## src/hw/rtl/twpl_pkg.sv

```systemverilog
// ----------------------------------------------------------------------------
// twpl_pkg
// shared widths, codes and types of the time window pair lister
// ----------------------------------------------------------------------------
package twpl_pkg;

    localparam int MAX_ENTRIES = 64;
    localparam int IDX_W       = $clog2(MAX_ENTRIES);
    localparam int CNT_W       = $clog2(MAX_ENTRIES + 1);
    localparam int ROW_W       = 6;
    localparam int CMP_W       = (CNT_W > ROW_W) ? CNT_W : ROW_W;
    localparam int TIME_W      = 63;
    localparam int DET_W       = 4;
    localparam int LAG_W       = 48;
    localparam int MODE_W      = 2;
    localparam int REQ_W       = 2;
    localparam int CFG_IDX_W   = 1;
    localparam int RESULT_CAP  = 63;
    localparam int NMATCH_W    = $clog2(RESULT_CAP + 1);

    localparam logic [REQ_W-1:0] REQ_APPEND = 2'd0;
    localparam logic [REQ_W-1:0] REQ_QUERY  = 2'd1;
    localparam logic [REQ_W-1:0] REQ_CLEAR  = 2'd2;

    localparam logic [MODE_W-1:0] MODE_SAME = 2'd0;
    localparam logic [MODE_W-1:0] MODE_DIFF = 2'd1;
    localparam logic [MODE_W-1:0] MODE_ANY  = 2'd2;

    localparam logic [CFG_IDX_W-1:0] CFG_MAX_LAG   = 1'd0;
    localparam logic [CFG_IDX_W-1:0] CFG_PAIR_MODE = 1'd1;

    typedef enum logic [2:0] {
        ST_IDLE,
        ST_ROW_RD,
        ST_ROW_LAT,
        ST_COL_RD,
        ST_DIFF,
        ST_TEST,
        ST_FIN
    } t_state;

    typedef struct packed {
        logic [TIME_W-1:0] rec_time;
        logic [DET_W-1:0]  rec_det;
    } t_rec;

    typedef struct packed {
        logic [LAG_W-1:0]  max_lag;
        logic [MODE_W-1:0] pair_mode;
    } t_cfg;

endpackage

```

## src/hw/rtl/twpl_match.sv

```systemverilog
// ----------------------------------------------------------------------------
// twpl_match
// shared pair test: registered absolute time difference and detector rule,
// then lag compare
// ----------------------------------------------------------------------------
module twpl_match (
    input  logic             i_clk,
    input  logic             i_load,
    input  twpl_pkg::t_rec   i_row_rec,
    input  twpl_pkg::t_rec   i_col_rec,
    input  twpl_pkg::t_cfg   i_cfg,
    output logic             o_match
);

    logic [twpl_pkg::TIME_W:0]   diff_ab;
    logic [twpl_pkg::TIME_W:0]   diff_ba;
    logic [twpl_pkg::TIME_W-1:0] n_abs_diff;
    logic [twpl_pkg::TIME_W-1:0] r_abs_diff;
    logic                        n_det_ok;
    logic                        r_det_ok;
    logic                        det_eq;

    assign diff_ab = {1'b0, i_row_rec.rec_time} - {1'b0, i_col_rec.rec_time};
    assign diff_ba = {1'b0, i_col_rec.rec_time} - {1'b0, i_row_rec.rec_time};
    assign det_eq  = (i_row_rec.rec_det == i_col_rec.rec_det);

    always_comb begin
        n_abs_diff = diff_ab[twpl_pkg::TIME_W] ? diff_ba[twpl_pkg::TIME_W-1:0]
                                               : diff_ab[twpl_pkg::TIME_W-1:0];
        case (i_cfg.pair_mode)
            twpl_pkg::MODE_SAME: n_det_ok = det_eq;
            twpl_pkg::MODE_DIFF: n_det_ok = !det_eq;
            twpl_pkg::MODE_ANY:  n_det_ok = 1'b1;
            default:             n_det_ok = 1'b0;
        endcase
    end

    always_ff @(posedge i_clk) begin
        if (i_load) begin
            r_abs_diff <= n_abs_diff;
            r_det_ok   <= n_det_ok;
        end
    end

    assign o_match = r_det_ok &&
                     (r_abs_diff <= twpl_pkg::TIME_W'(i_cfg.max_lag));

endmodule

```

## src/hw/rtl/time_window_pair_lister.sv

```systemverilog
// ----------------------------------------------------------------------------
// time_window_pair_lister
// record table with row queries listing time-coincident index pairs
// ----------------------------------------------------------------------------
// Input channel (i_in_valid / o_in_ready) carries requests: append a record,
// query a row, or clear the table. Output channel (o_out_valid / i_out_ready)
// carries one transaction per listed pair (first, second index), the last one
// flagged; a query with no match or an out-of-range row gives one empty
// marker with last set. Append and clear give no output. A row query reads
// the row record (states ROW_RD, ROW_LAT), then tests each later index j
// through a single registered difference/compare unit (states COL_RD, DIFF,
// TEST for each j). The next request is taken only when the query is done.
// One pending match is held back so the last pair can be flagged; when the
// receiver stalls, the scan waits on the output register. Synchronous
// active-low reset empties the table, drops any output, sets max_lag to 0
// and pair_mode to any. Table contents need no clearing pass: only entries
// below the record count are ever read. Configuration writes (i_cfg_wr_en)
// are taken any cycle and used by a query in progress too; the user is to
// write them only while idle, which the block itself does not enforce.
// ----------------------------------------------------------------------------
module time_window_pair_lister (
    input  logic                              i_clk,
    input  logic                              i_rst_n,
    input  logic                              i_cfg_wr_en,
    input  logic [twpl_pkg::CFG_IDX_W-1:0]    i_cfg_index,
    input  logic [twpl_pkg::LAG_W-1:0]        i_cfg_data,
    input  logic                              i_in_valid,
    output logic                              o_in_ready,
    input  logic [twpl_pkg::REQ_W-1:0]        i_req_type,
    input  logic [twpl_pkg::TIME_W-1:0]       i_record_time,
    input  logic [twpl_pkg::DET_W-1:0]        i_detector_id,
    input  logic [twpl_pkg::ROW_W-1:0]        i_row_index,
    output logic                              o_out_valid,
    input  logic                              i_out_ready,
    output logic [twpl_pkg::ROW_W-1:0]        o_first_index,
    output logic [twpl_pkg::ROW_W-1:0]        o_second_index,
    output logic                              o_pair_valid,
    output logic                              o_last_pair
);

    twpl_pkg::t_state                r_state, n_state;
    logic [twpl_pkg::CNT_W-1:0]      r_count, n_count;
    logic [twpl_pkg::IDX_W-1:0]      r_rd_addr, n_rd_addr;
    logic [twpl_pkg::ROW_W-1:0]      r_row, n_row;
    logic [twpl_pkg::IDX_W-1:0]      r_pend, n_pend;
    logic                            r_have_pend, n_have_pend;
    logic [twpl_pkg::NMATCH_W-1:0]   r_nmatch, n_nmatch;
    twpl_pkg::t_rec                  r_row_rec, n_row_rec;
    twpl_pkg::t_cfg                  r_cfg;
    logic                            r_out_valid, n_out_valid;
    logic [twpl_pkg::ROW_W-1:0]      r_out_first, n_out_first;
    logic [twpl_pkg::ROW_W-1:0]      r_out_second, n_out_second;
    logic                            r_out_pvalid, n_out_pvalid;
    logic                            r_out_last, n_out_last;

    twpl_pkg::t_rec                  r_mem [twpl_pkg::MAX_ENTRIES];
    twpl_pkg::t_rec                  r_rd_data;
    twpl_pkg::t_rec                  wr_rec;
    logic                            mem_we;
    logic                            mu_load;
    logic                            match;
    logic                            in_take;
    logic                            out_free;
    logic                            done;
    logic [twpl_pkg::CNT_W-1:0]      nxt_col;

    assign o_in_ready     = (r_state == twpl_pkg::ST_IDLE);
    assign in_take        = i_in_valid && o_in_ready;
    assign out_free       = !r_out_valid;
    assign nxt_col        = twpl_pkg::CNT_W'(r_rd_addr) + twpl_pkg::CNT_W'(1);
    assign wr_rec         = '{rec_time: i_record_time, rec_det: i_detector_id};

    assign o_out_valid    = r_out_valid;
    assign o_first_index  = r_out_first;
    assign o_second_index = r_out_second;
    assign o_pair_valid   = r_out_pvalid;
    assign o_last_pair    = r_out_last;

    twpl_match u_match (
        .i_clk     (i_clk),
        .i_load    (mu_load),
        .i_row_rec (r_row_rec),
        .i_col_rec (r_rd_data),
        .i_cfg     (r_cfg),
        .o_match   (match)
    );

    // record table
    always_ff @(posedge i_clk) begin
        if (mem_we) begin
            r_mem[r_count[twpl_pkg::IDX_W-1:0]] <= wr_rec;
        end
        r_rd_data <= r_mem[r_rd_addr];
    end

    always_comb begin
        n_state      = r_state;
        n_count      = r_count;
        n_rd_addr    = r_rd_addr;
        n_row        = r_row;
        n_pend       = r_pend;
        n_have_pend  = r_have_pend;
        n_nmatch     = r_nmatch;
        n_row_rec    = r_row_rec;
        n_out_valid  = r_out_valid && !i_out_ready;
        n_out_first  = r_out_first;
        n_out_second = r_out_second;
        n_out_pvalid = r_out_pvalid;
        n_out_last   = r_out_last;
        mem_we       = 1'b0;
        mu_load      = 1'b0;
        done         = 1'b0;

        unique case (r_state)
            twpl_pkg::ST_IDLE: begin
                if (in_take) begin
                    case (i_req_type)
                        twpl_pkg::REQ_APPEND: begin
                            if (r_count < twpl_pkg::CNT_W'(twpl_pkg::MAX_ENTRIES)) begin
                                mem_we  = 1'b1;
                                n_count = r_count + twpl_pkg::CNT_W'(1);
                            end
                        end
                        twpl_pkg::REQ_CLEAR: begin
                            n_count = '0;
                        end
                        twpl_pkg::REQ_QUERY: begin
                            n_row       = i_row_index;
                            n_nmatch    = '0;
                            n_have_pend = 1'b0;
                            if (twpl_pkg::CMP_W'(i_row_index) < twpl_pkg::CMP_W'(r_count)) begin
                                n_rd_addr = twpl_pkg::IDX_W'(i_row_index);
                                n_state   = twpl_pkg::ST_ROW_RD;
                            end else begin
                                n_state   = twpl_pkg::ST_FIN;
                            end
                        end
                        default: begin
                        end
                    endcase
                end
            end
            twpl_pkg::ST_ROW_RD: begin
                n_state = twpl_pkg::ST_ROW_LAT;
            end
            twpl_pkg::ST_ROW_LAT: begin
                n_row_rec = r_rd_data;
                if (nxt_col < r_count) begin
                    n_rd_addr = nxt_col[twpl_pkg::IDX_W-1:0];
                    n_state   = twpl_pkg::ST_COL_RD;
                end else begin
                    n_state   = twpl_pkg::ST_FIN;
                end
            end
            twpl_pkg::ST_COL_RD: begin
                n_state = twpl_pkg::ST_DIFF;
            end
            twpl_pkg::ST_DIFF: begin
                mu_load = 1'b1;
                n_state = twpl_pkg::ST_TEST;
            end
            twpl_pkg::ST_TEST: begin
                done = !(nxt_col < r_count) ||
                       (match &&
                        (r_nmatch == twpl_pkg::NMATCH_W'(twpl_pkg::RESULT_CAP - 1)));
                if (!(match && r_have_pend && !out_free)) begin
                    if (match) begin
                        if (r_have_pend) begin
                            n_out_valid  = 1'b1;
                            n_out_first  = r_row;
                            n_out_second = twpl_pkg::ROW_W'(r_pend);
                            n_out_pvalid = 1'b1;
                            n_out_last   = 1'b0;
                        end
                        n_pend      = r_rd_addr;
                        n_have_pend = 1'b1;
                        n_nmatch    = r_nmatch + twpl_pkg::NMATCH_W'(1);
                    end
                    if (done) begin
                        n_state   = twpl_pkg::ST_FIN;
                    end else begin
                        n_rd_addr = nxt_col[twpl_pkg::IDX_W-1:0];
                        n_state   = twpl_pkg::ST_COL_RD;
                    end
                end
            end
            twpl_pkg::ST_FIN: begin
                if (out_free) begin
                    n_out_valid  = 1'b1;
                    n_out_first  = r_row;
                    n_out_second = r_have_pend ? twpl_pkg::ROW_W'(r_pend) : '0;
                    n_out_pvalid = r_have_pend;
                    n_out_last   = 1'b1;
                    n_state      = twpl_pkg::ST_IDLE;
                end
            end
            default: begin
                n_state = twpl_pkg::ST_IDLE;
            end
        endcase
    end

    // control state
    always_ff @(posedge i_clk) begin
        if (!i_rst_n) begin
            r_state           <= twpl_pkg::ST_IDLE;
            r_count           <= '0;
            r_out_valid       <= 1'b0;
            r_cfg.max_lag     <= '0;
            r_cfg.pair_mode   <= twpl_pkg::MODE_ANY;
        end else begin
            r_state           <= n_state;
            r_count           <= n_count;
            r_out_valid       <= n_out_valid;
            if (i_cfg_wr_en) begin
                unique case (i_cfg_index)
                    twpl_pkg::CFG_MAX_LAG:   r_cfg.max_lag   <= i_cfg_data;
                    twpl_pkg::CFG_PAIR_MODE: r_cfg.pair_mode <= i_cfg_data[twpl_pkg::MODE_W-1:0];
                    default: begin
                    end
                endcase
            end
        end
    end

    // datapath
    always_ff @(posedge i_clk) begin
        r_rd_addr    <= n_rd_addr;
        r_row        <= n_row;
        r_pend       <= n_pend;
        r_have_pend  <= n_have_pend;
        r_nmatch     <= n_nmatch;
        r_row_rec    <= n_row_rec;
        r_out_first  <= n_out_first;
        r_out_second <= n_out_second;
        r_out_pvalid <= n_out_pvalid;
        r_out_last   <= n_out_last;
    end

endmodule

```

## config.mk

```make
export PLATFORM = sky130hd
export DESIGN_NAME = time_window_pair_lister
export DESIGN_NICKNAME = d
export VERILOG_FILES = /design/src/hw/rtl/twpl_pkg.sv /design/src/hw/rtl/twpl_match.sv /design/src/hw/rtl/time_window_pair_lister.sv
export SDC_FILE = /design/constraint.sdc
export NUM_CORES = 2
export LEC_CHECK = 0
export ABC_CLOCK_PERIOD_IN_PS = 8300
export BUFFER_PORTS_ARGS = -buffer_cell sky130_fd_sc_hd__buf_2
export CAP_MARGIN = 15
export CORE_MARGIN = 2
export CORE_UTILIZATION = 33
export DETAILED_ROUTE_END_ITERATION = 12
export GPL_TIMING_DRIVEN = 0
export PLACE_DENSITY = 0.52
export SLEW_MARGIN = 15
export SYNTH_ARGS = -nofsm -noshare
export SYNTH_HDL_FRONTEND = slang
export SYNTH_MEMORY_MAX_BITS = 65536
export SYNTH_SLANG_ARGS = --single-unit
```

## constraint.sdc

```tcl
create_clock -name i_clk -period 8.3 [get_ports i_clk]
set_input_delay 1.245 -clock i_clk [delete_from_list [all_inputs] [get_ports i_clk]]
set_output_delay 1.245 -clock i_clk [all_outputs]
set_load 0.005 [all_outputs]
```

==> results.py <==
metrics = {
    "status": {
        "status": "finished clean",
    },
    "timing": {
        "finalCriticalPeriod_ns": 7.39,
        "setup-tns-final_ns": 0,
        "slew_viol_final": 0,
        "tightest_slew_ns": 1.38,
        "finalSetupViolCount": 0,
        "hold_ws_ns": 0.417,
        "rsz0062_at_grt": "false",
        "finalHoldViolCount": 0,
        "fmax_mhz": 135,
        "fin_crit_sh_pct": 89.0,
        "slew_headroom_pct": 8.30,
        "fin_skew_ns": 0.140,
    },
    "grt": {
        "grtUsageTotal_pct": 22.0,
        "antenna_found_initial": 105,
        "grt_max_degree": 65,
        "grt-ovfl-total": 0,
        "grt_pass1_wl_mm": 831,
        "grt_pass1_vias": 96227,
    },
    "clocking": {
        "cts_made_buffers": 468,
        "cts_tree": "done",
        "insertion_delay_ns": 1.07,
        "path_clk_slew_ns": 0.06,
        "cts_root_buffer": "clkbuf_16",
        "htree_levels": 5,
        "cts_buffer_depth": 4,
        "post-cts-setup-buffers": 0,
        "cts_sinks": 4586,
        "cts_resized": 0,
        "cts_hold_buf": 0,
    },
    "critical_path": {
        "cp-start-kind": "flip-flop",
        "required_ns": 8.91,
        "arrival_ns": 7.99,
        "endpoint_kind": "flip-flop",
        "startpoint": "r_rd_addr[1]",
        "criticalPathCategory": "flip-flop to flip-flop",
        "crit_fanout": 10,
        "r2r-start": "r_rd_addr[1]",
    },
    "place": {
        "place_congestion": 0.874,
        "port_buffers": 144,
        "dp_hpwl_mm": 442,
    },
    "synth": {
        "synthAdderAreaFrac_pct": 1.32,
        "synth_largest_area_cell": "edfxtp_1",
        "ys_async_sr_fraction_pct": 0,
        "yosysMostFrequentCell": "edfxtp_1",
        "muxShareOfSynthArea_pct": 15.6,
        "synthTopCellsByCount": "edfxtp_1, mux4_2, mux2i_1, a21oi_1, clkbuf_1",
        "syn_nets": 9141,
        "synth_seq_cells": 4586,
        "netlist.area_leader.share_pct": 74.0,
        "avgSynthCellArea_um2": 20.5,
        "synth-xor-area-share_pct": 0.358,
        "yosysUniqueCellTypes": 85,
        "seq_area_frac_synth_pct": 75.4,
        "synth_simple_gate_area_share_pct": 1.55,
        "synth_top_family_by_area": "multiplexers",
        "synth_area_leaders": "edfxtp_1, mux4_2, mux2i_1",
        "ys.flop_type": "edfxtp_1",
        "synth_edf_count": 4458,
        "synth_cells": 8822,
        "synth.cell_area_um2": 181000,
        "yosysWarnings": 0,
        "synth_compound_area_share_pct": 4.18,
    },
    "routing": {
        "ant_nets": 0,
        "routedWlPerCell_um": 35.6,
        "vias": 97763,
        "drt_pass1_iterations": 6,
        "avgViaCountPerCell": 5.58,
        "drt_iter0_drc": 13570,
        "routed_wl_mm": 623,
        "route.detailed.drc": 0,
    },
    "run": {
        "cap_violations": 0,
    },
    "pwr": {
        "power.leakage_nw": 68.4,
        "total_power_mw": 65.6,
        "internal-power_mw": 44.0,
        "power_frac_comb_pct": 28.0,
        "netSwitchingFraction_pct": 32.9,
        "ir_worst_vdd_mv": 0.215,
        "p_sw_mw": 21.6,
        "power_frac_seq_pct": 40.5,
        "p_per_area_nw_per_um2": 306,
        "clkPwrFrac_pct": 31.4,
    },
    "die": {
        "chipWidth_um": 744,
        "dieArea_um2": 554000,
        "die_h_um": 744,
        "coreArea_um2": 545000,
        "design.portCount": 145,
        "rows": 271,
        "initial_core_util_pct": 33.2,
    },
    "finish": {
        "post-route-util_pct": 39.3,
        "final_nets": 10105,
        "final_layout_size_suffix_gt1_share_pct": 25.3,
        "area_delta_synth_final_pct": 18.4,
        "fillers": 48657,
    },
    "hold_path": {
        "hold_start": "r_row[1]",
        "hold_class": "flip-flop to flip-flop",
    },
}
[logic make-up (layout without fill, tap and decap cells)]
group | after synthesis | count (layout)
buffers and inverters | 696 | 2050
adder cells (fa/ha/maj) | 190 | 190
XOR/XNOR | 74 | 74
AND/OR/NAND/NOR | 624 | 624
AO/OA/AOI/OAI | 1179 | 1179
flip-flops | 4586 | 4586
other | 0 | 96
multiplexers | 1473 | 1473
[worst max-delay path, stage by stage (launching register included)]
cell and delay (ns):
edfxtp_1 0.85, clkbuf_1 0.97, clkbuf_2 0.52, buf_12 0.25
clkbuf_1 0.74, buf_2 0.66, nand3_1 0.23, xnor2_1 0.44
ha_1 0.32, a21oi_1 0.16, nor2b_1 0.07, o21a_1 0.16
o21ai_0 0.15, nand2b_1 0.25, or3_1 0.43, a21oi_1 0.72
[metrics by stage]
| step | cells | instance area (µm²) | setup slack (ns) |
|---|---|---|---|
| floorplan | 8822 | 181000 | 2.57 |
| global placement | 16200 | 191000 | -4.28 |
| detailed placement | 16547 | 199000 | 1.04 |
| CTS | 17407 | 214000 | 1.00 |
| global route | 17451 | 214000 | 0.807 |
| finish | 17506 | 214000 | 0.913 |
[power by group through the flow]
stage               clock network (mW)  logic, mW  registers [mW]
global route                      21.8       19.2            26.6
floorplan                            0       9.83            26.9
global placement                     0       17.8            27.1
detailed placement                   0       18.2            27.1
finish                            20.6       18.4            26.6
CTS                               20.9       18.3            26.6
[worst paths after layout]
kind / end / slack (ns) / cells after the start
worst min register to register: o_first_index[1] / 0.42 / 0
worst max register to register: r_rd_addr[2] / 0.91 / 15
worst max-delay path: r_rd_addr[2] / 0.91 / 15
worst min-delay path: o_first_index[1] / 0.42 / 0
[final cells by class]
| type | count | area [µm²] | share of cell area, % |
|---|---|---|---|
| clock inverter | 265 | 2490 | 1.16 |
| sequential | 4586 | 136000 | 63.7 |
| clock buffer | 595 | 12400 | 5.77 |
| tap | 7234 | 9050 | 4.23 |
| timing repair buffer | 494 | 8510 | 3.97 |
| multi-input combinational | 3540 | 42100 | 19.7 |
| buffer | 472 | 2110 | 0.986 |
| antenna | 96 | 240 | 0.112 |
| inverter | 224 | 843 | 0.394 |
[sequential cells by signal, summed over array words and instances (netlist names), 3 cells and up]
| name | count |
|---|---|
| r_row_rec | 67 |
| r_state | 3 |
| r_rd_data | 67 |
| u_match.r_abs_diff | 63 |
| r_row | 6 |
| r_mem | 4288 |
| r_rd_addr | 6 |
| r_pend | 6 |
| o_second_index | 6 |
| r_cfg | 50 |
| r_count | 7 |
| o_first_index | 6 |
| r_nmatch | 6 |
[layer usage]
layer	share of wire (%)	wire length [µm]	up-vias	global-route usage [%]
met2	47	294000	5207	35.5
met5	0.031	191	-	0
li1	-	-	38859	-
met3	9.2	57600	1080	4.57
met4	4.8	30200	28	9.10
met1	39	242000	52589	29.0
[cells in the final DEF, fill, tap and decap left out, types with 99 or more instances in the layout]
| cell | count |
|---|---|
| clkbuf_16 | 471 |
| o221ai_1 | 196 |
| a21oi_1 | 376 |
| nand2_1 | 256 |
| buf_2 | 253 |
| o22ai_1 | 145 |
| ha_1 | 188 |
| buf_12 | 220 |
| inv_1 | 221 |
| clkbuf_1 | 309 |
| mux2i_1 | 395 |
| clkinv_1 | 108 |
| dfxtp_1 | 128 |
| o21ai_0 | 195 |
| mux4_2 | 1073 |
| edfxtp_1 | 4458 |
| buf_16 | 109 |
| nor2_1 | 99 |
Note: power is estimated with default switching activity, not from simulation.
